`src/sv/assert_macros.svh`:
```
`ifndef ASSERT_MACROS_SVH
`define ASSERT_MACROS_SVH

// Checks a property on every rising edge of clk while rst is low.
`define CHECK_CLK(label, prop, msg) \
  label: assert property (@(posedge clk) disable iff (rst) (prop)) else $error(msg);

// Checks that an antecedent is followed, in the next cycle, by a consequent.
`define CHECK_NEXT(label, ante, cons, msg) \
  label: assert property (@(posedge clk) disable iff (rst) (ante) |=> (cons)) else $error(msg);

`endif

```
`src/sv/oale_pkg.sv`:
```
`timescale 1ns / 1ps

package oale_pkg;

  // List capacity and the index and count widths that follow from it.
  localparam int DEPTH = 8;
  localparam int IDX_W = (DEPTH > 1) ? $clog2(DEPTH) : 1;
  localparam int CNT_W = $clog2(DEPTH + 1);

  // Field widths of the request and result words.
  localparam int CMD_W    = 3;
  localparam int POS_W    = 3;
  localparam int ID_W     = 8;
  localparam int QTY_W    = 32;
  localparam int PRICE_W  = 32;
  localparam int SIZE_W   = 8;
  localparam int STATUS_W = 3;
  localparam int FIDX_W   = 3;
  localparam int COUNT_W  = 4;

  // Command codes.
  localparam logic [CMD_W-1:0] CMD_INS_FRONT = 3'd0;
  localparam logic [CMD_W-1:0] CMD_INS_END   = 3'd1;
  localparam logic [CMD_W-1:0] CMD_INS_POS   = 3'd2;
  localparam logic [CMD_W-1:0] CMD_REMOVE    = 3'd3;
  localparam logic [CMD_W-1:0] CMD_SEARCH    = 3'd4;
  localparam logic [CMD_W-1:0] CMD_UPDATE    = 3'd5;

  // Status codes.
  localparam logic [STATUS_W-1:0] STAT_OK       = 3'd0;
  localparam logic [STATUS_W-1:0] STAT_FULL     = 3'd1;
  localparam logic [STATUS_W-1:0] STAT_EMPTY    = 3'd2;
  localparam logic [STATUS_W-1:0] STAT_NOTFOUND = 3'd3;
  localparam logic [STATUS_W-1:0] STAT_BADPOS   = 3'd4;

  typedef struct packed {
    logic [CMD_W-1:0]          cmd;
    logic [POS_W-1:0]          position;
    logic [ID_W-1:0]           key;
    logic signed [QTY_W-1:0]   quantity;
    logic signed [PRICE_W-1:0] price;
    logic [SIZE_W-1:0]         size_code;
  } req_word_t;

  typedef struct packed {
    logic [STATUS_W-1:0] status;
    logic [FIDX_W-1:0]   found_index;
    logic [COUNT_W-1:0]  entry_count;
  } rsp_word_t;

  // One stored list entry.
  typedef struct packed {
    logic [ID_W-1:0]           id;
    logic signed [QTY_W-1:0]   quantity;
    logic signed [PRICE_W-1:0] price;
    logic [SIZE_W-1:0]         size_code;
  } entry_t;

  localparam int ENTRY_W = $bits(entry_t);

endpackage

```
`src/sv/ordered_array_list_engine.sv`:
```
`timescale 1ns / 1ps
`include "assert_macros.svh"

// Ordered list of up to oale_pkg::DEPTH entries kept in one RAM. A command word
// is taken when start is high and busy is low; exactly one result word follows,
// shown on result for a single cycle while done is high, and the receiver
// cannot stall it. Inserts at the end, a front insert into an empty list, rejected
// commands and unused codes answer in the cycle after acceptance. Search, update
// and remove walk the list one entry a cycle from slot 0, and remove then closes
// the gap one entry a cycle; insert at the front or at a position moves the tail
// up one entry a cycle. The single RAM read port, read once per cycle, sets this
// pace. busy is high for the whole walk.
module ordered_array_list_engine (
  input  logic                clk,
  input  logic                rst,
  input  logic                start,
  output logic                busy,
  input  oale_pkg::req_word_t request,
  output logic                done,
  output oale_pkg::rsp_word_t result
);

  typedef enum logic [2:0] {
    ST_IDLE,
    ST_SHIFT_UP,
    ST_FILL,
    ST_SEARCH,
    ST_SHIFT_DN
  } state_t;

  state_t                          state;
  oale_pkg::req_word_t             req;
  logic [oale_pkg::CNT_W-1:0]      len;
  logic [oale_pkg::IDX_W-1:0]      idx;
  logic [oale_pkg::IDX_W-1:0]      tgt;

  logic                            ram_we;
  logic [oale_pkg::IDX_W-1:0]      ram_waddr;
  oale_pkg::entry_t                ram_wdata;
  logic [oale_pkg::IDX_W-1:0]      ram_raddr;
  oale_pkg::entry_t                ram_rdata;

  logic                            full;
  logic                            match;
  logic                            last;

  oale_ram #(
    .WIDTH(oale_pkg::ENTRY_W),
    .DEPTH(oale_pkg::DEPTH)
  ) u_ram (
    .clk  (clk),
    .we   (ram_we),
    .waddr(ram_waddr),
    .wdata(ram_wdata),
    .raddr(ram_raddr),
    .rdata(ram_rdata)
  );

  assign busy  = (state != ST_IDLE);
  assign full  = (len == oale_pkg::CNT_W'(oale_pkg::DEPTH));
  assign match = (ram_rdata.id == req.key);
  // The entry now read out is the last one of the list.
  assign last  = ((oale_pkg::CNT_W'(idx) + oale_pkg::CNT_W'(1)) == len);

  // RAM port control: read address for the next step and the write of this one.
  always_comb begin
    ram_we              = 1'b0;
    ram_waddr           = idx;
    ram_raddr           = idx;
    ram_wdata.id        = req.key;
    ram_wdata.quantity  = req.quantity;
    ram_wdata.price     = req.price;
    ram_wdata.size_code = req.size_code;
    unique case (state)
      ST_IDLE: begin
        ram_wdata.quantity  = request.quantity;
        ram_wdata.price     = request.price;
        ram_wdata.size_code = request.size_code;
        ram_wdata.id        = oale_pkg::ID_W'(len);
        ram_waddr           = oale_pkg::IDX_W'(len);
        if (request.cmd == oale_pkg::CMD_INS_FRONT || request.cmd == oale_pkg::CMD_INS_POS) begin
          ram_raddr = oale_pkg::IDX_W'(len - oale_pkg::CNT_W'(1));
        end else begin
          ram_raddr = '0;
        end
        // Append, or a front insert into an empty list, writes in one go.
        if (start && !full && (request.cmd == oale_pkg::CMD_INS_END ||
            (request.cmd == oale_pkg::CMD_INS_FRONT && len == '0))) begin
          ram_we = 1'b1;
        end
      end
      ST_SHIFT_UP: begin
        ram_we    = 1'b1;
        ram_waddr = oale_pkg::IDX_W'(idx + 1'b1);
        ram_wdata = ram_rdata;
        ram_raddr = oale_pkg::IDX_W'(idx - 1'b1);
      end
      ST_FILL: begin
        ram_we       = 1'b1;
        ram_waddr    = tgt;
        ram_wdata.id = oale_pkg::ID_W'(tgt);
      end
      ST_SEARCH: begin
        ram_raddr = oale_pkg::IDX_W'(idx + 1'b1);
        if (match && req.cmd == oale_pkg::CMD_UPDATE) begin
          ram_we       = 1'b1;
          ram_waddr    = idx;
          ram_wdata.id = ram_rdata.id;
        end
      end
      ST_SHIFT_DN: begin
        ram_we    = 1'b1;
        ram_waddr = oale_pkg::IDX_W'(idx - 1'b1);
        ram_wdata = ram_rdata;
        ram_raddr = oale_pkg::IDX_W'(idx + 1'b1);
      end
      default: begin
        ram_we = 1'b0;
      end
    endcase
  end

  // Sequencer: state, list length and the registered result word.
  always_ff @(posedge clk) begin
    if (rst) begin
      state <= ST_IDLE;
      len   <= '0;
      done  <= 1'b0;
    end else begin
      done <= 1'b0;
      unique case (state)
        ST_IDLE: begin
          if (start) begin
            req                <= request;
            idx                <= '0;
            result.status      <= oale_pkg::STAT_OK;
            result.found_index <= '0;
            result.entry_count <= oale_pkg::COUNT_W'(len);
            unique case (request.cmd) inside
              oale_pkg::CMD_INS_FRONT, oale_pkg::CMD_INS_POS: begin
                if (full) begin
                  result.status <= oale_pkg::STAT_FULL;
                  done          <= 1'b1;
                end else if (request.cmd == oale_pkg::CMD_INS_POS &&
                             oale_pkg::CNT_W'(request.position) >= len) begin
                  result.status <= oale_pkg::STAT_BADPOS;
                  done          <= 1'b1;
                end else if (len == '0) begin
                  len                <= len + oale_pkg::CNT_W'(1);
                  result.entry_count <= oale_pkg::COUNT_W'(len + oale_pkg::CNT_W'(1));
                  done               <= 1'b1;
                end else begin
                  idx   <= oale_pkg::IDX_W'(len - oale_pkg::CNT_W'(1));
                  tgt   <= (request.cmd == oale_pkg::CMD_INS_POS) ?
                           oale_pkg::IDX_W'(request.position) : '0;
                  state <= ST_SHIFT_UP;
                end
              end
              oale_pkg::CMD_INS_END: begin
                if (full) begin
                  result.status <= oale_pkg::STAT_FULL;
                end else begin
                  len                <= len + oale_pkg::CNT_W'(1);
                  result.entry_count <= oale_pkg::COUNT_W'(len + oale_pkg::CNT_W'(1));
                end
                done <= 1'b1;
              end
              oale_pkg::CMD_REMOVE, oale_pkg::CMD_UPDATE, oale_pkg::CMD_SEARCH: begin
                if (len == '0) begin
                  result.status <= (request.cmd == oale_pkg::CMD_SEARCH) ?
                                   oale_pkg::STAT_NOTFOUND : oale_pkg::STAT_EMPTY;
                  done          <= 1'b1;
                end else begin
                  state <= ST_SEARCH;
                end
              end
              default: begin
                done <= 1'b1;
              end
            endcase
          end
        end
        ST_SHIFT_UP: begin
          if (idx == tgt) begin
            state <= ST_FILL;
          end else begin
            idx <= oale_pkg::IDX_W'(idx - 1'b1);
          end
        end
        ST_FILL: begin
          len                <= len + oale_pkg::CNT_W'(1);
          result.entry_count <= oale_pkg::COUNT_W'(len + oale_pkg::CNT_W'(1));
          done               <= 1'b1;
          state              <= ST_IDLE;
        end
        ST_SEARCH: begin
          if (match) begin
            if (req.cmd == oale_pkg::CMD_SEARCH) begin
              result.found_index <= oale_pkg::FIDX_W'(idx);
              done               <= 1'b1;
              state              <= ST_IDLE;
            end else if (req.cmd == oale_pkg::CMD_UPDATE) begin
              done  <= 1'b1;
              state <= ST_IDLE;
            end else if (last) begin
              len                <= len - oale_pkg::CNT_W'(1);
              result.entry_count <= oale_pkg::COUNT_W'(len - oale_pkg::CNT_W'(1));
              done               <= 1'b1;
              state              <= ST_IDLE;
            end else begin
              idx   <= oale_pkg::IDX_W'(idx + 1'b1);
              state <= ST_SHIFT_DN;
            end
          end else if (last) begin
            result.status <= oale_pkg::STAT_NOTFOUND;
            done          <= 1'b1;
            state         <= ST_IDLE;
          end else begin
            idx <= oale_pkg::IDX_W'(idx + 1'b1);
          end
        end
        ST_SHIFT_DN: begin
          if (last) begin
            len                <= len - oale_pkg::CNT_W'(1);
            result.entry_count <= oale_pkg::COUNT_W'(len - oale_pkg::CNT_W'(1));
            done               <= 1'b1;
            state              <= ST_IDLE;
          end else begin
            idx <= oale_pkg::IDX_W'(idx + 1'b1);
          end
        end
        default: begin
          state <= ST_IDLE;
        end
      endcase
    end
  end

  // A result word only appears once the sequencer is back in idle.
  `CHECK_CLK(a_done_idle, !done || state == ST_IDLE, "result word while sequencer busy")
  // The list never grows beyond its capacity.
  `CHECK_CLK(a_len_cap, len <= oale_pkg::CNT_W'(oale_pkg::DEPTH), "list length over capacity")
  // Writes stay inside the list or the slot just past its end.
  `CHECK_CLK(a_write_range,
             !ram_we || oale_pkg::CNT_W'(ram_waddr) <= len,
             "RAM write beyond list end")
  // An append to a full list answers next cycle with the full status.
  `CHECK_NEXT(a_full_append,
              start && !busy && full && request.cmd == oale_pkg::CMD_INS_END,
              done && result.status == oale_pkg::STAT_FULL,
              "append on full list not rejected")

endmodule

```
`src/sv/oale_ram.sv`:
```
`timescale 1ns / 1ps

// Simple dual-port RAM: one write port, one read port with registered data.
module oale_ram #(
  parameter int WIDTH = 8,
  parameter int DEPTH = 8
) (
  input  logic                                      clk,
  input  logic                                      we,
  input  logic [((DEPTH > 1) ? $clog2(DEPTH) : 1)-1:0] waddr,
  input  logic [WIDTH-1:0]                          wdata,
  input  logic [((DEPTH > 1) ? $clog2(DEPTH) : 1)-1:0] raddr,
  output logic [WIDTH-1:0]                          rdata
);

  logic [WIDTH-1:0] mem [DEPTH];

  // Write and registered read share the clock edge.
  always_ff @(posedge clk) begin
    if (we) begin
      mem[waddr] <= wdata;
    end
    rdata <= mem[raddr];
  end

endmodule

```
`config.mk`:
```
export PLATFORM = sky130hd
export DESIGN_NAME = ordered_array_list_engine
export DESIGN_NICKNAME = d
export VERILOG_FILES = /design/src/sv/oale_pkg.sv /design/src/sv/ordered_array_list_engine.sv /design/src/sv/oale_ram.sv
export VERILOG_INCLUDE_DIRS = /design/src /design/src/sv
export SDC_FILE = /design/constraint.sdc
export NUM_CORES = 1
export LEC_CHECK = 0
export BUFFER_PORTS_ARGS = -buffer_cell sky130_fd_sc_hd__buf_2
export CAP_MARGIN = 20
export CORE_UTILIZATION = 55
export DETAILED_ROUTE_END_ITERATION = 6
export GPL_ROUTABILITY_DRIVEN = 0
export HOLD_SLACK_MARGIN = 0.12
export PLACE_DENSITY = 0.9
export SKIP_LAST_GASP = 1
export SYNTH_ARGS = -nofsm -noshare
export SYNTH_HDL_FRONTEND = slang
export SYNTH_SLANG_ARGS = --single-unit
```
`constraint.sdc`:
```
create_clock -name clk -period 4.24 [get_ports clk]
set_clock_uncertainty 0.1 [all_clocks]
set_input_delay 0.636 -clock clk [delete_from_list [all_inputs] [get_ports clk]]
set_output_delay 0.636 -clock clk [all_outputs]
set_load 0.03 [all_outputs]
```
Word level (Yosys, flattened, before mapping)

Memories as Yosys holds them, arrays and structs flattened. A register that Yosys moved wholly into a read port is not among the register bits.
Index checks and enable logic that the tools add are counted.

Memories kept: 1
Input bits: 89
Bits in registers: 107
Output and inout port bits: 12
Memory bits (writable): 640
Logic and storage cells: 155

Order comparisons: 1
Reduce and logical (&&, ||, !) cells: 28
Multiplexer cells: 72
Bitwise gates (word level): 4
Equal/unequal tests: 31
$add $sub $neg: 5

Memory list:

| name      | words | bits a word | read ports | clocked after memory_dff | write ports | RTL line       | text |
|---|---|---|---|---|---|---|---|
| u_ram.mem | 8     | 80          | 1          | 1                        | 1           | oale_ram.sv:16 | `logic [WIDTH-1:0] mem [DEPTH];` |

Operators by type and width:

| kind                                           | number |
|---|---|
| case mux 72 bit (2 select lines)               | 1 |
| 2-to-1 mux 3 bit                               | 27 |
| 2-to-1 mux 4 bit                               | 12 |
| case mux 3 bit (4 select lines)                | 3 |
| case mux 4 bit (4 select lines)                | 2 |
| case mux 8 bit (4 select lines)                | 1 |
| != test 2 bit (second input constant)          | 9 |
| != test 3 bit (second input constant)          | 6 |
| case mux 3 bit (3 select lines)                | 2 |
| == test 3 bit (second input constant)          | 5 |
| AND reduction 5 bit                            | 3 |
| 2-to-1 mux 1 bit                               | 14 |
| AND reduction 7 bit                            | 2 |
| == test 3 x 2 -> 1 bit (second input constant) | 4 |
| case mux 6 bit (2 select lines)                | 1 |
| AND reduction 6 bit                            | 2 |
| 2-to-1 mux 10 bit                              | 1 |
| == test 8 bit                                  | 1 |
| 2-to-1 mux 8 bit                               | 1 |
| case mux 4 bit (2 select lines)                | 1 |
| nonzero test 4 bit                             | 2 |
| 2-to-1 mux 7 bit                               | 1 |
| == test 3 x 1 -> 1 bit (second input constant) | 2 |
| logical NOT 3 bit                              | 2 |
| 25 further kinds                               | 36 |

Longest topological paths before layout

Gate-level depths: netlist (run 1).

Word-level depth: 8
Depth in mapped cells: 12
Gate-level depth less buffers: 11

Cells and area by module

Synthesis (run 1) repeated with hierarchy kept, for this count alone.

Cells, all modules: 1618
Area total of the unflattened synthesis: 31666.6 um^2

Modules (own cells, without submodules):

| module                    | seq. area each (um^2) | area an instance (um^2) | times used | cells an instance |
|---|---|---|---|---|
| oale_ram                  | 20820.0               | 25654.6                 | 1          | 1018 |
| ordered_array_list_engine | 3133.0                | 6012.0                  | 1          | 600 |

Worst setup path after synthesis (run 1)

No wires, ideal clock.

Path type: reg-to-reg
From: register len[0] (netlist bit)
To: memory u_ram.mem[0][72] (netlist bit) (enable)
Setup time: 385 ps
Path buffers: 1
Required time: 3755 ps
Path slack: 1169 ps
Data arrival time: 2585 ps
Clock period less this slack: 3071 ps
Stages on the path, launching flop included: 10
Cells stage by stage: dfxtp_1 -> clkbuf_1 -> inv_1 -> ha_1 -> nor2b_1 -> nand2_1 -> o21ai_0 -> a31oi_1 -> or3_4 -> nor3b_1

Cells in the longest elaborated chain, start to end: 8
Elaborated cells on any way between the ends: 12
Those cells by class: 1 x eq/ne; 5 x mux; 6 x reduce/logical

Ends and longest elaborated chain:

| element                                                | RTL line                                                         | text |
|---|---|---|
| start, declared                                        | ordered_array_list_engine.sv:33                                  | `logic [oale_pkg::CNT_W-1:0] len;` |
| start signal, assigned                                 | ordered_array_list_engine.sv:149                                 | `len <= len + oale_pkg::CNT_W'(1);` |
| start signal, assigned                                 | ordered_array_list_engine.sv:163                                 | `len <= len + oale_pkg::CNT_W'(1);` |
| start signal, assigned                                 | ordered_array_list_engine.sv:191                                 | `len <= len + oale_pkg::CNT_W'(1);` |
| == test 4 bit or logical NOT 4 bit (tied branches)     | ordered_array_list_engine.sv:60, ordered_array_list_engine.sv:88 |  |
| logical NOT 1 bit or logical AND 1 bit (tied branches) | ordered_array_list_engine.sv:87, ordered_array_list_engine.sv:88 |  |
| logical AND 1 bit or logical OR 1 bit (tied branches)  | ordered_array_list_engine.sv:87                                  | `if (start && !full && (request.cmd == oale_pkg::CMD_INS_END \|\|` |
| logical AND 1 bit                                      | ordered_array_list_engine.sv:87                                  |  |
| 2-to-1 mux 1 bit                                       | ordered_array_list_engine.sv:87                                  |  |
| case mux 1 bit (3 select lines)                        | ordered_array_list_engine.sv:74                                  | `unique case (state)` |
| 2-to-1 mux 1 bit                                       | oale_ram.sv:20                                                   | `if (we) begin` |
| 2-to-1 mux 1 bit (not written as such)                 | oale_ram.sv:21                                                   | `mem[waddr] <= wdata;` |
| end, declared                                          | oale_ram.sv:16                                                   |  |

Parallel ways exist; a longest one is shown, timed or not.

Worst setup path in the final report (run 1)

From: register len[0] (netlist bit)
To: memory u_ram.mem[1][77] (netlist bit) (enable)

Same word-level chain as after synthesis.

==> flow_summary.json, run 1 <==
{
  "status": "completed",
  "start_util_pct": 56.60,
  "max_cap_viol_count": 0,
  "worst_ep_arrival_time_ns": 3.64,
  "areaGrowthSynthToFinish_pct": 8.884,
  "powerDensity_nw_per_um2": 505.4,
  "core_sq_um": 9729,
  "synth_fp_nets": 540,
  "power.share.combinational_pct": 33.4,
  "antenna_cells": 0,
  "ir_drop_mv": 0.3368,
  "insertion_delay_ns": 0.38,
  "fin_setup_tns_ns": 0,
  "fmax_ghz": 0.2754,
  "yosysSeqAreaShare_pct": 55.44,
  "netlist_top_cells_area": "edfxtp_1, dfxtp_1, mux4_2",
  "clk_pin_slew_ns": 0.10,
  "die_width_microns": 102.1,
  "cts_num_sinks": 107,
  "clock_path_buffers": 2,
  "ys_seq_elements": 107,
  "avgSynthCellArea_sq_um": 12.43,
  "power.switching_mw": 1.065,
  "synth_cells": 443,
  "place_area_sq_um": 5811,
  "drtIter0Drc": 738,
  "seqPwrFrac_pct": 47.2,
  "synth_cell_types": 69,
  "dpl.hpwl_microns": 9334,
  "final_net_count": 570,
  "end_kind": "flip-flop",
  "relSlewSlack_pct": 36.62,
  "crit_buf_inv": 2,
  "final_cell_area_sq_um": 5996,
  "rsz0062_at_grt": "false",
  "switching_share_pct": 35.15,
  "finalCriticalPeriod_ns": 3.632,
  "placed_cells": 595,
  "dr.pass1.iters": 6,
  "power_frac_clock_pct": 19.4,
  "routed_wl_microns": 13300,
  "grt_pass1_vias": 3827,
  "stdcell_count": 611,
  "die_y_microns": 102.1,
  "min_period_over_period_pct": 85.65,
  "synth_warnings": 0,
  "slowest_stage": "dfxtp_1",
  "track_usage_pct": 26.74,
  "post_cts_resized": 0,
  "vias": 4113,
  "synth.most_common_cell": "edfxtp_1",
  "avgViaCountPerCell": 6.732,
  "crit_required_ns": 4.24,
  "numPortBuffers": 28,
  "antenna_left": 0,
  "synth_common_cells": "edfxtp_1, nand2_1, nor2_1",
  "async_flop_share_pct": 0,
  "grt_max_degree": 26,
  "drive_gt1_share_pct": 21.13,
  "cts_tree": "yes",
  "cts_made_buffers": 9,
  "worstPathMaxFanout": 13,
  "drv_slew": 0,
  "wl_per_cell_microns": 21.76,
  "synth-edff-count": 91,
  "io_pins": 101,
  "antenna_found_initial": 0,
  "synthFlopType": "edfxtp_1",
  "cts-root-buf": "clkbuf_8",
  "dpl_worst_slack_ns": 0.8204,
  "cts_hold_buf": 0,
  "synthDominantAreaCellType": "edfxtp_1",
  "hp-class": "in -> reg",
  "setup_viol": 0,
  "worst-slew-pin-transition_ns": 0.9473,
  "grt_first_pass_wirelength_microns": 20150,
  "cts_setup_buffers": 0,
  "worst_setup_path_start_kind": "flip-flop",
  "die_area_sq_um": 10420,
  "hold_violations": 0,
  "drc": 0,
  "num_rows": 36,
  "yosys.area.top_type_share_pct": 49.63,
  "critPathTopFamily": "simple AND/OR/NAND/NOR gates",
  "overflow": 0,
  "h-tree-depth": 3,
  "internal_power_mw": 1.965,
  "netlist_area_sq_um": 5507,
  "crit_type": "reg -> reg",
  "slowest_delay_ns": 0.51,
  "power.leakage_nw": 2.114,
  "crit_chain": "inv_1, ha_1, nor2b_1, nand2_1, o21ai_0, a31oi_1, or3b_4, nor3b_2, buf_4",
  "postLayoutSetupSlackWorst_ns": 0.6083
}
## per-stage QoR
stage / util [%] / hold WS (ns) / power, mW
floorplan: - / 0.5427 / 2.168
global placement: 59.72 / 0.5504 / 2.378
detailed placement: 59.72 / 0.5804 / 2.430
CTS: 61.63 / 0.3152 / 3.007
global route: 61.63 / 0.3067 / 3.145
finish: 61.63 / 0.3282 / 3.030
## per-layer routing
metal	track usage [%]	part of all wire, %	vias up
li1	-	-	1785
met1	35.50	38	1965
met2	41.40	47	294
met3	7.524	10	69
met4	11.65	4.3	0
met5	0	0	-
## cells in the final DEF (no fill, tap or decap), drive strengths merged, types with 4 or more instances in the layout
master	count
xor2	14
nor2b	7
o211ai	4
a22o	5
nor4	5
edfxtp	91
o21ai	22
clkbuf	9
nor3	18
buf	42
nand2b	8
a21oi	25
inv	20
nand3	8
mux2	9
dfxtp	16
xnor2	5
and3	5
nor3b	5
a211oi	6
a221oi	5
ha	8
mux4	16
nand2	32
nor2	28
a31oi	6
## final cells by class
| cell class | instances | area, sq um |
|---|---|---|
| Tap cell | 133 | 166.4 |
| Multi-Input combinational cell | 296 | 2282 |
| Timing Repair Buffer | 42 | 245.2 |
| Clock buffer | 9 | 123.9 |
| Fill cell | 723 | 3734 |
| Inverter | 17 | 63.81 |
| Clock inverter | 7 | 61.31 |
| Sequential cell | 107 | 3053 |
## worst paths after layout
check | slack (ns) | start | end | cells after the start
min | 0.33 | request[79] | req[79] | 1
max | 0.61 | len[0] | u_ram.mem[1][77] | 9
max reg2reg | 0.61 | len[0] | u_ram.mem[1][77] | 9
min reg2reg | 0.60 | u_ram.mem[4][74] | u_ram.rdata[74] | 2
## registers in the layout, indices dropped and copies added (netlist names)
signal       count
idx              3
tgt              3
result          10
u_ram.rdata      8
u_ram.mem       64
len              4
req             11
state            3
done             1
## cells by family (layout without fill, tap and decap cells)
family,count (synthesis),in the layout,share of synthesized area [%]
fa+ha+maj,8,8,1.818
mux,28,28,9.134
compound gates,107,107,14.25
simple gates,133,133,12.79
flops,107,107,55.44
xor+xnor,20,20,3.454
buf+inv,40,75,3.113
## power by group through the flow
stage / sequential (mW) / clock [mW] / combinational, mW
global placement: 1.43 / 0 / 0.947
finish: 1.43 / 0.589 / 1.01
floorplan: 1.42 / 0 / 0.750
detailed placement: 1.44 / 0 / 0.986
global route: 1.44 / 0.629 / 1.08
CTS: 1.42 / 0.593 / 0.991
(Power assumes the default switching activity.)
==> run 2: changes to the inputs <==
CORE_ASPECT_RATIO = 0.7   (was default)
==> run 2 against run 1 <==
Fmax is 0.64% higher. Worst setup slack gained 0.023 ns. Sequential power hardly changed. Critical path type unchanged. Highest routed layer unchanged.
==> flow_summary.json, run 2 (synthesized netlist as in run 1, its figures left out) <==
{
  "routed_wl_microns": 13810,
  "largest_reg_flops": 64,
  "critPathTopFamily": "compound AO/OA/AOI/OAI gates",
  "die_width_microns": 121.6,
  "h-tree-depth": 3,
  "antenna_cells": 0,
  "relSlewSlack_pct": 29.45,
  "antenna_found_initial": 0,
  "regMostFlops": "u_ram.mem",
  "worstPathMaxFanout": 11,
  "timing.rr.start": "idx[0]",
  "io_pins": 101,
  "post_cts_resized": 0,
  "num_rows": 30,
  "postLayoutSetupSlackWorst_ns": 0.6316,
  "holdPathStages": 1,
  "grt_pass1_vias": 3941,
  "fin_setup_tns_ns": 0,
  "cts_tree": "yes",
  "stdcell_count": 608,
  "insertion_delay_ns": 0.36,
  "drc": 0,
  "track_usage_pct": 28.57,
  "startpoint": "idx[0]",
  "hold_ws_ns": 0.3483,
  "final_common_cell": "edfxtp_1",
  "r2r_slack_ns": 0.63,
  "min_period_over_period_pct": 85.10,
  "setup_viol": 0,
  "worst-slew-pin-transition_ns": 1.054,
  "crit_buf_inv": 2,
  "powerDensity_nw_per_um2": 538.9,
  "path_common_cell": "nor2_1",
  "overflow": 0,
  "grt_max_degree": 27,
  "areaGrowthSynthToFinish_pct": 11.02,
  "top_regs": "u_ram.mem x64, req x11, result x10",
  "die_y_microns": 85.72,
  "dpl.hpwl_microns": 9589,
  "core_sq_um": 9722,
  "drive_gt1_share_pct": 21.46,
  "cts_num_sinks": 107,
  "avgViaCountPerCell": 6.933,
  "grt_first_pass_wirelength_microns": 21780,
  "numPortBuffers": 28,
  "worst_ep_arrival_time_ns": 3.58,
  "crit_chain": "inv_1, ha_1, nor3b_1, a21oi_1, nor2_1, a221oi_1, nand2_1, nor2_1, buf_4",
  "crit_required_ns": 4.21,
  "max_cap_viol_count": 0,
  "r2r_cells": 9,
  "dpl_worst_slack_ns": 0.8569,
  "cts-root-buf": "clkbuf_16",
  "finalCriticalPeriod_ns": 3.608,
  "final_cell_mix": "edfxtp_1, nand2_1, nor2_1, buf_2, a21oi_1",
  "worst_setup_path_start_kind": "flip-flop",
  "min_to": "req[74]",
  "slowest_stage": "a221oi_1",
  "clk_pin_slew_ns": 0.07,
  "drv_slew": 0,
  "hp-class": "in -> reg",
  "wl_per_cell_microns": 22.71,
  "worstReg2RegEnd": "u_ram.mem[3][77]",
  "start_util_pct": 56.64,
  "dr.pass1.iters": 7,
  "clock_path_buffers": 2,
  "end_kind": "flip-flop",
  "slowest_delay_ns": 0.69,
  "vias": 4215,
  "hp-start": "request[74]",
  "drtIter0Drc": 835,
  "cts_made_buffers": 9,
  "die_area_sq_um": 10420,
  "crit_type": "reg -> reg",
  "status": "completed",
  "fmax_ghz": 0.2771,
  "rsz0062_at_grt": "false",
  "placed_cells": 592,
  "antenna_left": 0,
  "cts_setup_buffers": 0,
  "power.leakage_nw": 2.177,
  "cts_hold_buf": 0,
  "ir_drop_mv": 0.2808,
  "final_net_count": 572,
  "hold_violations": 0
}
==> run 2: cell types whose count changed in the layout (fill, tap and decap cells not counted), sizes merged <==
cell	delta
inv	+1
buf	+2
clkinvlp	-1
==> run 2: where the power goes <==
part / internal (mW) / leakage, nW / switching, mW
Sequential: 1.32 / 0.980 / 0.113
Clock: 0.415 / 0.145 / 0.404
Combinational: 0.434 / 1.05 / 0.611
Total: 2.17 / 2.18 / 1.13
==> run 2: layer usage <==
metal / wire [microns] / part of all wire, % / track usage, % / up-vias
met4: 464 / 3.4 / 11.34 / 0
met2: 5884 / 43 / 40.13 / 347
li1: - / - / - / 1798
met3: 2026 / 15 / 9.840 / 70
met5: 0 / 0 / 0 / -
met1: 5434 / 39 / 40.70 / 2000
==> run 2: worst max-delay path by stage <==
| stage | depth (start not counted) | to | slack (ns) |
|---|---|---|---|
| 2_1_floorplan | 9 | u_ram.mem[0][72] | 1.17 |
| 3_3_place_gp | 9 | u_ram.mem[1][78] | 0.95 |
| 3_5_place_dp | 9 | u_ram.mem[3][78] | 0.86 |
| 4_1_cts | 9 | u_ram.mem[3][77] | 0.73 |
| 5_1_grt | 9 | u_ram.mem[3][77] | 0.44 |
| 6_report | 9 | u_ram.mem[3][77] | 0.63 |
==> run 2: metrics by stage <==
stage                     utilization (%)  area (sq um)  power, mW
after floorplan                         -          5507      2.168
after global placement              59.86          5819      2.385
after detailed placement            59.86          5819      2.442
after CTS                           62.88          6113      3.263
after global routing                62.88          6113      3.407
final                               62.88          6113      3.294
==> run 2: layout make-up <==
type | instances | area, sq um
flip-flops and latches | 107 | 3053
well taps | 128 | 160.2
inverters | 17 | 63.81
repair buffers | 44 | 260.3
clock inverters | 7 | 68.82
multi-input cells | 296 | 2282
clock buffers | 9 | 225.2
fillers | 704 | 3608
